`config.mk`:
```
export PLATFORM = sky130hd
export DESIGN_NAME = accumulator_cpu_execute_top
export DESIGN_NICKNAME = d
export VERILOG_FILES = /design/src/design/acpu_pkg.sv /design/src/design/acpu_ram.sv /design/src/design/acpu_ctrl.sv /design/src/design/acpu_dpath.sv /design/src/design/accumulator_cpu_execute_top.sv
export SDC_FILE = /design/constraint.sdc
export NUM_CORES = 2
export LEC_CHECK = 0
export CAP_MARGIN = 20
export CORE_MARGIN = 1
export CORE_UTILIZATION = 40
export CTS_BUF_LIST = sky130_fd_sc_hd__clkbuf_8 sky130_fd_sc_hd__clkbuf_16
export DETAILED_ROUTE_END_ITERATION = 16
export DONT_BUFFER_PORTS = 1
export GPL_TIMING_DRIVEN = 0
export PLACE_DENSITY_LB_ADDON = 0.08
export REMOVE_ABC_BUFFERS = 1
export SYNTH_ARGS = -nofsm -noshare
export SYNTH_HDL_FRONTEND = slang
export SYNTH_SLANG_ARGS = --single-unit
export TNS_END_PERCENT = 5
```
`constraint.sdc`:
```
create_clock -name clk -period 19.2 [get_ports clk]
set_input_delay 0.96 -clock clk [delete_from_list [all_inputs] [get_ports clk]]
set_output_delay 0.96 -clock clk [all_outputs]
set_load 0.005 [all_outputs]
```
`src/design/acpu_pkg.sv`:
```
// Shared types and constants for the accumulator machine execute block.
// Holds the opcode map, the controller states and the controller/datapath links.
// No dependencies.
package acpu_pkg;

    // Instruction opcodes; any value above OP_HALT is a no-op.
    typedef enum logic [7:0] {
        OP_LOAD    = 8'd0,
        OP_LOADI   = 8'd1,
        OP_STORE   = 8'd2,
        OP_ADD     = 8'd3,
        OP_SUB     = 8'd4,
        OP_MUL     = 8'd5,
        OP_DIV     = 8'd6,
        OP_INC     = 8'd7,
        OP_DEC     = 8'd8,
        OP_AND     = 8'd9,
        OP_OR      = 8'd10,
        OP_NOT     = 8'd11,
        OP_JMP     = 8'd12,
        OP_JZ      = 8'd13,
        OP_JNZ     = 8'd14,
        OP_JPOS    = 8'd15,
        OP_JNEG    = 8'd16,
        OP_JGEZ    = 8'd17,
        OP_JLEZ    = 8'd18,
        OP_HALT    = 8'd19
    } opcode_t;

    // Controller states.
    typedef enum logic [1:0] {
        ST_IDLE,
        ST_EXEC,
        ST_DIV,
        ST_OUT
    } ctrl_state_t;

    // Commands from the controller to the datapath.
    typedef struct packed {
        logic accept;
        logic exec;
        logic div_step;
        logic out_load;
    } ctrl_cmd_t;

    // Status from the datapath to the controller.
    typedef struct packed {
        logic div_needed;
        logic div_last;
        logic out_free;
    } dp_status_t;

    localparam int PC_WIDTH    = 9;
    localparam int OUT_ACC_W   = 32;
    localparam int BYTE_W      = 8;

endpackage

```
`src/design/acpu_ram.sv`:
```
// Generic single-write, single-read RAM with a registered read port.
// No dependencies.
module acpu_ram #(
    parameter int WIDTH = 8,
    parameter int DEPTH = 256
) (
    input  logic                     clk,
    input  logic                     we,
    input  logic [$clog2(DEPTH)-1:0] waddr,
    input  logic [WIDTH-1:0]         wdata,
    input  logic                     re,
    input  logic [$clog2(DEPTH)-1:0] raddr,
    output logic [WIDTH-1:0]         rdata
);

    logic [WIDTH-1:0] mem_reg [DEPTH];
    logic [WIDTH-1:0] rdata_reg;

    // Write port and registered read port.
    always_ff @(posedge clk)
    begin
        if (we)
        begin
            mem_reg[waddr] <= wdata;
        end
        if (re)
        begin
            rdata_reg <= mem_reg[raddr];
        end
    end

    assign rdata = rdata_reg;

endmodule

```
`src/design/acpu_ctrl.sv`:
```
// Controller state machine for the accumulator machine execute block.
// Depends on acpu_pkg for states, commands and status.
module acpu_ctrl
    import acpu_pkg::*;
(
    input  logic       clk,
    input  logic       rst_n,
    input  logic       s_tvalid,
    output logic       s_tready,
    input  dp_status_t status,
    output ctrl_cmd_t  cmd
);

    ctrl_state_t state_reg;
    ctrl_state_t state_next;

    // State register.
    always_ff @(posedge clk or negedge rst_n)
    begin
        if (!rst_n)
        begin
            state_reg <= ST_IDLE;
        end
        else
        begin
            state_reg <= state_next;
        end
    end

    // Next state and commands.
    always_comb
    begin
        state_next = state_reg;
        cmd        = '0;
        s_tready   = 1'b0;
        case (state_reg)
            ST_IDLE:
            begin
                s_tready = 1'b1;
                if (s_tvalid)
                begin
                    cmd.accept = 1'b1;
                    state_next = ST_EXEC;
                end
            end
            ST_EXEC:
            begin
                cmd.exec   = 1'b1;
                state_next = status.div_needed ? ST_DIV : ST_OUT;
            end
            ST_DIV:
            begin
                cmd.div_step = 1'b1;
                if (status.div_last)
                begin
                    state_next = ST_OUT;
                end
            end
            ST_OUT:
            begin
                if (status.out_free)
                begin
                    cmd.out_load = 1'b1;
                    state_next   = ST_IDLE;
                end
            end
            default:
            begin
                state_next = ST_IDLE;
            end
        endcase
    end

    // An accepted item is always executed in the following cycle.
    a_accept_then_exec: assert property (@(posedge clk) disable iff (!rst_n)
        (state_reg == ST_IDLE && s_tvalid) |=> (state_reg == ST_EXEC))
        else $error("accepted item not executed next cycle");

    // Execution leaves for the divider only when a divide was flagged.
    a_div_entry: assert property (@(posedge clk) disable iff (!rst_n)
        (state_reg == ST_EXEC && !status.div_needed) |=> (state_reg == ST_OUT))
        else $error("entered divide without a divide instruction");

    // The result is loaded only when the output slot is free.
    a_load_free: assert property (@(posedge clk) disable iff (!rst_n)
        cmd.out_load |-> status.out_free)
        else $error("result loaded into a full output slot");

endmodule

```
`src/design/acpu_dpath.sv`:
```
// Datapath for the accumulator machine: architectural state, data memory,
// serial divider and output register. Depends on acpu_pkg and acpu_ram.
module acpu_dpath
    import acpu_pkg::*;
#(
    parameter int DATA_DEPTH = 256,
    parameter int PROG_DEPTH = 256,
    parameter int ACC_WIDTH  = 32
) (
    input  logic                 clk,
    input  logic                 rst_n,
    input  ctrl_cmd_t            cmd,
    output dp_status_t           status,
    input  logic [15:0]          s_tdata,
    input  logic                 cfg_valid,
    input  logic [PC_WIDTH-1:0]  cfg_data,
    input  logic                 m_tready,
    output logic                 m_tvalid,
    output logic [47:0]          m_tdata
);

    localparam int DATA_AW = $clog2(DATA_DEPTH);
    localparam int CNT_W   = $clog2(ACC_WIDTH);

    // Data address is the operand reduced modulo the memory depth.
    function automatic logic [DATA_AW-1:0] data_addr(input logic [BYTE_W-1:0] op);
        logic [11:0] r;
        r = {4'b0000, op};
        for (int k = 3; k >= 0; k--)
        begin
            if (r >= 12'(DATA_DEPTH << k))
            begin
                r = r - 12'(DATA_DEPTH << k);
            end
        end
        return r[DATA_AW-1:0];
    endfunction

    // Architectural state.
    logic [ACC_WIDTH-1:0]  acc_reg, acc_next;
    logic [PC_WIDTH-1:0]   pc_reg, pc_next;
    logic                  halt_reg, halt_next;
    logic                  dz_reg, dz_next;
    logic [PC_WIDTH-1:0]   prog_len_reg;
    logic [DATA_DEPTH-1:0] mem_valid_reg;

    // Current instruction.
    logic [BYTE_W-1:0]     func_reg;
    logic [BYTE_W-1:0]     operand_reg;
    logic [DATA_AW-1:0]    addr_reg;
    logic                  rd_valid_reg;

    // Divider state.
    logic [BYTE_W-1:0]     div_rem_reg;
    logic [ACC_WIDTH-1:0]  div_q_reg;
    logic [CNT_W-1:0]      div_cnt_reg;
    logic                  div_neg_reg;

    // Output register.
    logic                  m_tvalid_reg;
    logic [47:0]           m_tdata_reg;

    logic [DATA_AW-1:0]    rd_addr;
    logic [BYTE_W-1:0]     ram_rdata;
    logic [BYTE_W-1:0]     mem_byte;
    logic [ACC_WIDTH-1:0]  mem_ext;
    logic [ACC_WIDTH-1:0]  prod;
    logic                  run_ok;
    logic                  acc_zero;
    logic                  acc_neg;
    logic                  take;
    logic [PC_WIDTH-1:0]   target;
    logic                  store_en;
    logic                  div_needed;
    logic [ACC_WIDTH-1:0]  acc_mag;
    logic [BYTE_W:0]       div_trial;
    logic                  div_ge;
    logic [BYTE_W-1:0]     rem_step;
    logic [ACC_WIDTH-1:0]  q_step;
    logic                  div_last;
    logic                  out_free;
    logic [PC_WIDTH-1:0]   cfg_sat;

    // Data memory; entries never stored read as zero.
    assign rd_addr = data_addr(s_tdata[15:8]);

    acpu_ram #(
        .WIDTH (BYTE_W),
        .DEPTH (DATA_DEPTH)
    ) u_data_ram (
        .clk   (clk),
        .we    (store_en),
        .waddr (addr_reg),
        .wdata (acc_reg[BYTE_W-1:0]),
        .re    (cmd.accept),
        .raddr (rd_addr),
        .rdata (ram_rdata)
    );

    assign mem_byte = rd_valid_reg ? ram_rdata : '0;
    assign mem_ext  = ACC_WIDTH'(mem_byte);
    assign prod     = acc_reg * mem_ext;

    assign run_ok   = !halt_reg && (pc_reg < prog_len_reg);
    assign acc_zero = (acc_reg == '0);
    assign acc_neg  = acc_reg[ACC_WIDTH-1];
    assign acc_mag  = acc_neg ? (~acc_reg + 1'b1) : acc_reg;
    assign target   = PC_WIDTH'(operand_reg[BYTE_W-1:1]);

    // Instruction execution.
    always_comb
    begin
        acc_next   = acc_reg;
        pc_next    = pc_reg + 1'b1;
        halt_next  = halt_reg;
        dz_next    = 1'b0;
        take       = 1'b0;
        store_en   = 1'b0;
        div_needed = 1'b0;
        if (!run_ok)
        begin
            pc_next   = pc_reg;
            halt_next = 1'b1;
        end
        else
        begin
            case (func_reg)
                OP_LOAD:  acc_next = mem_ext;
                OP_LOADI: acc_next = ACC_WIDTH'(operand_reg);
                OP_STORE: store_en = cmd.exec;
                OP_ADD:   acc_next = acc_reg + mem_ext;
                OP_SUB:   acc_next = acc_reg - mem_ext;
                OP_MUL:   acc_next = prod;
                OP_DIV:
                begin
                    if (mem_byte == '0)
                    begin
                        dz_next = 1'b1;
                    end
                    else
                    begin
                        div_needed = 1'b1;
                    end
                end
                OP_INC:   acc_next = acc_reg + 1'b1;
                OP_DEC:   acc_next = acc_reg - 1'b1;
                OP_AND:   acc_next = acc_reg & mem_ext;
                OP_OR:    acc_next = acc_reg | mem_ext;
                OP_NOT:   acc_next = ~acc_reg;
                OP_JMP:   take = 1'b1;
                OP_JZ:    take = acc_zero;
                OP_JNZ:   take = !acc_zero;
                OP_JPOS:  take = !acc_neg && !acc_zero;
                OP_JNEG:  take = acc_neg;
                OP_JGEZ:  take = !acc_neg;
                OP_JLEZ:  take = acc_neg || acc_zero;
                OP_HALT:
                begin
                    halt_next = 1'b1;
                    pc_next   = prog_len_reg;
                end
                default:  acc_next = acc_reg;
            endcase
            if (take)
            begin
                pc_next = target;
            end
            // Running past the program end halts at the program length.
            if (pc_next >= prog_len_reg)
            begin
                pc_next   = prog_len_reg;
                halt_next = 1'b1;
            end
        end
    end

    // One restoring divide step per cycle on the accumulator magnitude.
    assign div_trial = {div_rem_reg, div_q_reg[ACC_WIDTH-1]};
    assign div_ge    = (div_trial >= {1'b0, mem_byte});
    assign rem_step  = div_ge ? BYTE_W'(div_trial - {1'b0, mem_byte})
                              : div_trial[BYTE_W-1:0];
    assign q_step    = {div_q_reg[ACC_WIDTH-2:0], div_ge};
    assign div_last  = (div_cnt_reg == CNT_W'(ACC_WIDTH - 1));

    assign out_free  = !m_tvalid_reg || m_tready;

    assign status.div_needed = div_needed;
    assign status.div_last   = div_last;
    assign status.out_free   = out_free;

    // Saturate the program length to the program store depth.
    assign cfg_sat = (cfg_data > PC_WIDTH'(PROG_DEPTH)) ? PC_WIDTH'(PROG_DEPTH) : cfg_data;

    // Control state: architectural registers, valid bits and output valid.
    always_ff @(posedge clk or negedge rst_n)
    begin
        if (!rst_n)
        begin
            acc_reg       <= '0;
            pc_reg        <= '0;
            halt_reg      <= 1'b0;
            dz_reg        <= 1'b0;
            prog_len_reg  <= PC_WIDTH'(PROG_DEPTH);
            mem_valid_reg <= '0;
            m_tvalid_reg  <= 1'b0;
            div_cnt_reg   <= '0;
        end
        else
        begin
            if (cfg_valid)
            begin
                prog_len_reg <= cfg_sat;
            end
            if (cmd.exec)
            begin
                acc_reg     <= acc_next;
                pc_reg      <= pc_next;
                halt_reg    <= halt_next;
                dz_reg      <= dz_next;
                div_cnt_reg <= '0;
            end
            if (store_en)
            begin
                mem_valid_reg[addr_reg] <= 1'b1;
            end
            if (cmd.div_step)
            begin
                div_cnt_reg <= div_cnt_reg + 1'b1;
                if (div_last)
                begin
                    acc_reg <= div_neg_reg ? (~q_step + 1'b1) : q_step;
                end
            end
            if (cmd.out_load)
            begin
                m_tvalid_reg <= 1'b1;
            end
            else if (m_tready)
            begin
                m_tvalid_reg <= 1'b0;
            end
        end
    end

    // Payload registers.
    always_ff @(posedge clk)
    begin
        if (cmd.accept)
        begin
            func_reg     <= s_tdata[7:0];
            operand_reg  <= s_tdata[15:8];
            addr_reg     <= rd_addr;
            rd_valid_reg <= mem_valid_reg[rd_addr];
        end
        if (cmd.exec)
        begin
            div_rem_reg <= '0;
            div_q_reg   <= acc_mag;
            div_neg_reg <= acc_neg;
        end
        if (cmd.div_step)
        begin
            div_rem_reg <= rem_step;
            div_q_reg   <= q_step;
        end
        if (cmd.out_load)
        begin
            m_tdata_reg <= {5'b00000, dz_reg,
                            (halt_reg || (pc_reg >= prog_len_reg)),
                            pc_reg, OUT_ACC_W'(signed'(acc_reg))};
        end
    end

    assign m_tvalid = m_tvalid_reg;
    assign m_tdata  = m_tdata_reg;

    // A halted machine leaves accumulator and counter untouched.
    a_halted_hold: assert property (@(posedge clk) disable iff (!rst_n)
        (cmd.exec && !run_ok) |=> ($stable(acc_reg) && $stable(pc_reg) && halt_reg))
        else $error("halted machine changed state");

    // The program length never exceeds the program store depth.
    a_len_bound: assert property (@(posedge clk) disable iff (!rst_n)
        prog_len_reg <= PC_WIDTH'(PROG_DEPTH))
        else $error("program length above program depth");

    // A divide by zero never starts the divider.
    a_dz_no_div: assert property (@(posedge clk) disable iff (!rst_n)
        (cmd.exec && dz_next) |-> !div_needed)
        else $error("divider started on a zero divisor");

endmodule

```
`src/design/accumulator_cpu_execute_top.sv`:
```
// An accepted item passes through accept, execute and output load; a divide with a
// nonzero divisor adds the bit-serial divider steps before the output load. A new
// item is accepted only after the result is loaded, which waits for a free output
// slot. The divider produces one quotient bit per cycle.
// Reset clears accumulator, counter, halt flag and output valid, sets the program
// length to PROG_DEPTH, and clears the data memory's valid bits so it reads as zero.
// Top level of the accumulator machine execute block.
// Depends on acpu_pkg, acpu_ctrl, acpu_dpath and acpu_ram.
module accumulator_cpu_execute_top
    import acpu_pkg::*;
#(
    parameter int DATA_DEPTH = 256,
    parameter int PROG_DEPTH = 256,
    parameter int ACC_WIDTH  = 32
) (
    input  logic        clk,
    input  logic        rst_n,
    input  logic        s_tvalid,
    output logic        s_tready,
    input  logic [15:0] s_tdata,   // [7:0] func, [15:8] operand
    output logic        m_tvalid,
    input  logic        m_tready,
    output logic [47:0] m_tdata,   // [31:0] accumulator, [40:32] next_pc,
                                   // [41] halted, [42] div_zero, [47:43] zero
    input  logic        cfg_valid,
    output logic        cfg_ready,
    input  logic [8:0]  cfg_data   // program_length
);

    ctrl_cmd_t  cmd;
    dp_status_t status;

    // Configuration is taken in any cycle.
    assign cfg_ready = 1'b1;

    // Controller.
    acpu_ctrl u_ctrl (
        .clk      (clk),
        .rst_n    (rst_n),
        .s_tvalid (s_tvalid),
        .s_tready (s_tready),
        .status   (status),
        .cmd      (cmd)
    );

    // Datapath.
    acpu_dpath #(
        .DATA_DEPTH (DATA_DEPTH),
        .PROG_DEPTH (PROG_DEPTH),
        .ACC_WIDTH  (ACC_WIDTH)
    ) u_dpath (
        .clk       (clk),
        .rst_n     (rst_n),
        .cmd       (cmd),
        .status    (status),
        .s_tdata   (s_tdata),
        .cfg_valid (cfg_valid),
        .cfg_data  (cfg_data),
        .m_tready  (m_tready),
        .m_tvalid  (m_tvalid),
        .m_tdata   (m_tdata)
    );

endmodule
```
==> results.tsv <==
stage	metric	value	unit
cts	cts_sinks	2473	
synthesis	netlist_area	107600	sq um
cts	clkTransAtPathRegs	0.06	ns
cts	cts-root-buf	clkbuf_16	
synthesis	synth_fa_ha_area_share	4.195	%
sta	max_slew_margin	4.025	%
synthesis	synth_mux_area_share	16.19	%
synthesis	synth_area_leaders	edfxtp_1 60%, mux4_2 16%, dfrtp_1 7.3%, fa_1 2.9%, o21bai_1 1.4%	
drt	wl_per_cell	29.57	microns
sta	finalSetupTns	0	ns
sta	slew_violations	0	
synthesis	synth_top_area_cell	edfxtp_1	
synthesis	synth.avg_cell_area	18.08	sq um
synthesis	synthArstFlopShare	12.78	%
floorplanning	die_area	271100	sq um
critical_path	cp_top_family	compound AO/OA/AOI/OAI gates	
critical_path	path_class	reg2reg	
critical_path	cp_data_required_time	19.92	ns
synthesis	synth_top_family_by_area	multiplexers	
drt	vias	55470	
synthesis	synth-edff-count	2157	
place	dp.cells	9220	
floorplanning	fp.dieW	520.7	microns
drt	route.detailed.drc	0	
global_routing	antenna_found_initial	8	
drt	drt_wl_total	288100	microns
global_routing	grt.total_usage	21.27	%
critical_path	path_depth	21	
cells_and_area	syn_to_final_growth	12.89	%
floorplanning	ioPinCount	81	
synthesis	synth_simple_gate_area_share	4.709	%
drt	drt_iter0_drc	4679	
drt	drt-pass1-iter-count	6	
synthesis	synthTopCellsByCount	2157 x edfxtp_1, 765 x mux4_2, 389 x nor2_1	
sta	setup_viol	0	
power_and_ir_drop	p_leak	37.91	nW
cts	cts_tree	yes	
synthesis	synth_cells	5951	
synthesis	synth-seq-area-share	67.54	%
critical_path	critPathCaptureType	flop	
sta	timing.final.ws_setup	12.00	ns
synthesis	ys_ff_latch	2473	
cells_and_area	post-route-util	45.38	%
place	post-place-ws	12.00	ns
synthesis	synth_most_common_cell	edfxtp_1	
outcome	status	finished, final reports clean	
critical_path	ff2ff_setup_slack	12.00	ns
synthesis	yosys_warnings	0	
cts	clock_latency	0.92	ns
cells_and_area	layout-drive-gt1-share	21.73	%
floorplanning	rows	190	
critical_path	cp_max_fo	17	
synthesis	yosysUniqueCellTypes	78	
critical_path	max_stage_delay	0.93	ns
floorplanning	core_area	267700	sq um
critical_path	crit_chain	and2_1, clkinv_1, nor2_1, ha_1, inv_1, fa_1, inv_1, fa_1, inv_1, fa_1, inv_1, ha_1, o211ai_1, o21ai_0, o2111ai_1, a21boi_0, o2111ai_1, nand3_1, xor2_1, a221oi_1, o22ai_1	
sta	fmax	138.9	MHz
global_routing	grt_max_degree	578	
critical_path	worst_setup_path_start_kind	flop	
cells_and_area	nFillCells	23020	
floorplanning	initial_core_util	40.20	%
cells_and_area	largest_reg_flops	2048	
power_and_ir_drop	max-vdd-ir-drop	73.09	uV
cts	post_cts_buffers	0	
sta	tightest_slew	1.440	ns
cells_and_area	multi_input_area	32900	sq um
synthesis	synth_compound_area_share	4.384	%
synthesis	yosysTopAreaCellShare	60.19	%
sta	skew	0.05036	ns
cts	cts_made_buffers	279	
global_routing	globalRouteOverflowTotal	0	
critical_path	arrival	7.92	ns
sta	min_period	7.200	ns
min_path	hold_path_class	in2reg	
synthesis	synth_xor_area_share	1.009	%
drt	postRouteAntennaNets	0	
global_routing	grt_pass1_wl	419900	microns
sta	min_period_over_period	37.50	%
cts	cts_hold_buf	2	
cells_and_area	seq_area	72710	sq um
cts	cts.repair.resized	0	
drt	viasPerCell	5.693	
critical_path	reg2regPathDepth	21	
critical_path	cpMaxStageDelayCell	edfxtp_1	
place	place.detailed.hpwl	176000	microns
synthesis	synth_top_flop_cell	edfxtp_1	
sta	rsz0062_at_grt	false	
sta	holdWs	0.1499	ns
global_routing	grt_pass1_vias	57330	
min_path	hold_path_depth	1	
cells_and_area	fin_area	121500	sq um
cts	cts.path.max_buffers	4	
critical_path	critPathMostFrequentCell	inv_1	
critical_path	path_buf_inv	5	
cells_and_area	fin_cells	9743	
sta	hold_viol	0	
place	placedInstanceArea	112200	sq um
place	routabilityCongestion	0.8207	
floorplanning	die_y	520.7	microns
place	io_buffers	0	
cts	htreeDepth	5	
flow_run	drv_cap	0	
power_and_ir_drop	finalPower	12.54	mW
cells_and_area	final_nets	6263	
power_and_ir_drop	powerDensity	103.2	nW/um^2
==> area by class of cell <==
type / count / share of cell area [%]
Multi-Input combinational cell: 2946 / 27.08
Clock buffer: 303 / 6.065
Timing Repair Buffer: 88 / 1.541
Sequential cell: 2473 / 59.85
Inverter: 179 / 0.5531
Clock inverter: 195 / 1.239
Tap cell: 3552 / 3.658
Antenna cell: 7 / 0.01442
==> metal layers <==
layer	vias to the layer above	routed length, microns	GRT usage, %
li1	23710	-	-
met1	30070	130700	30.91
met2	1371	138900	34.39
met3	325	12970	2.689
met4	0	5511	4.605
met5	-	0	0
==> cell families after synthesis <==
| kind of cell | count (synthesis) |
|---|---|
| simple gates | 1071 |
| mux | 782 |
| other cells | 2 |
| xor+xnor | 124 |
| buf+inv | 536 |
| compound gates | 697 |
| fa+ha+maj | 266 |
| flops | 2473 |
==> final timing paths <==
path	to	from
max	u_dpath.acc_reg[18]$_DFF_PN0_	u_dpath.u_data_ram.rdata[6]$_DFFE_PP_
min	u_dpath.prog_len_reg[8]$_DFFE_PN1P_	cfg_valid
max reg2reg	u_dpath.acc_reg[18]$_DFF_PN0_	u_dpath.u_data_ram.rdata[6]$_DFFE_PP_
min reg2reg	u_dpath.mem_valid_reg[74]$_DFFE_PN0P_	u_dpath.mem_valid_reg[74]$_DFFE_PN0P_
max in group asynchronous	u_dpath.mem_valid_reg[248]$_DFFE_PN0P_	rst_n
min in group asynchronous	u_dpath.mem_valid_reg[1]$_DFFE_PN0P_	rst_n
==> placed cells by master, fill, tap and decap left out, types with 16 or more instances in the layout <==
cell type | Yosys | layout
nand3_1 | 48 | 47
or2_2 | 72 | 72
nand2_1 | 253 | 253
buf_16 | 0 | 52
clkinv_2 | 0 | 34
a21oi_1 | 101 | 101
o21ai_0 | 145 | 145
clkbuf_8 | 0 | 19
o21bai_1 | 203 | 203
xnor2_1 | 56 | 56
dfrtp_1 | 315 | 307
a21o_1 | 24 | 24
mux4_2 | 765 | 765
nor3_1 | 30 | 28
o211ai_1 | 21 | 21
nand2b_1 | 27 | 27
inv_1 | 174 | 251
or3_1 | 16 | 16
and3_1 | 145 | 145
a221oi_1 | 19 | 19
buf_8 | 0 | 16
fa_1 | 158 | 158
edfxtp_1 | 2157 | 2157
xor2_1 | 68 | 68
ha_1 | 108 | 106
clkinv_1 | 5 | 42
nor2_1 | 389 | 388
o31ai_1 | 28 | 28
clkbuf_16 | 0 | 284
==> worst reg2reg max path, stage by stage, from the launching register on <==
cell       delay (ns)
edfxtp_1         0.93
and2_1           0.61
clkinv_1         0.69
nor2_1           0.28
ha_1             0.17
inv_1            0.05
fa_1             0.49
inv_1            0.06
fa_1             0.48
inv_1            0.05
fa_1             0.47
inv_1            0.04
ha_1             0.34
o211ai_1         0.10
o21ai_0          0.55
o2111ai_1        0.34
a21boi_0         0.31
o2111ai_1        0.13
nand3_1          0.11
xor2_1           0.09
a221oi_1         0.58
o22ai_1          0.17
==> power by group <==
| group | total (mW) | internal, mW | switching (mW) |
|---|---|---|---|
| Clock | 5.18 | 2.98 | 2.20 |
| Sequential | 6.18 | 6.02 | 0.168 |
| Combinational | 1.18 | 0.435 | 0.742 |
| Total | 12.5 | 9.43 | 3.11 |
Note: power is estimated with default switching activity, not from simulation.
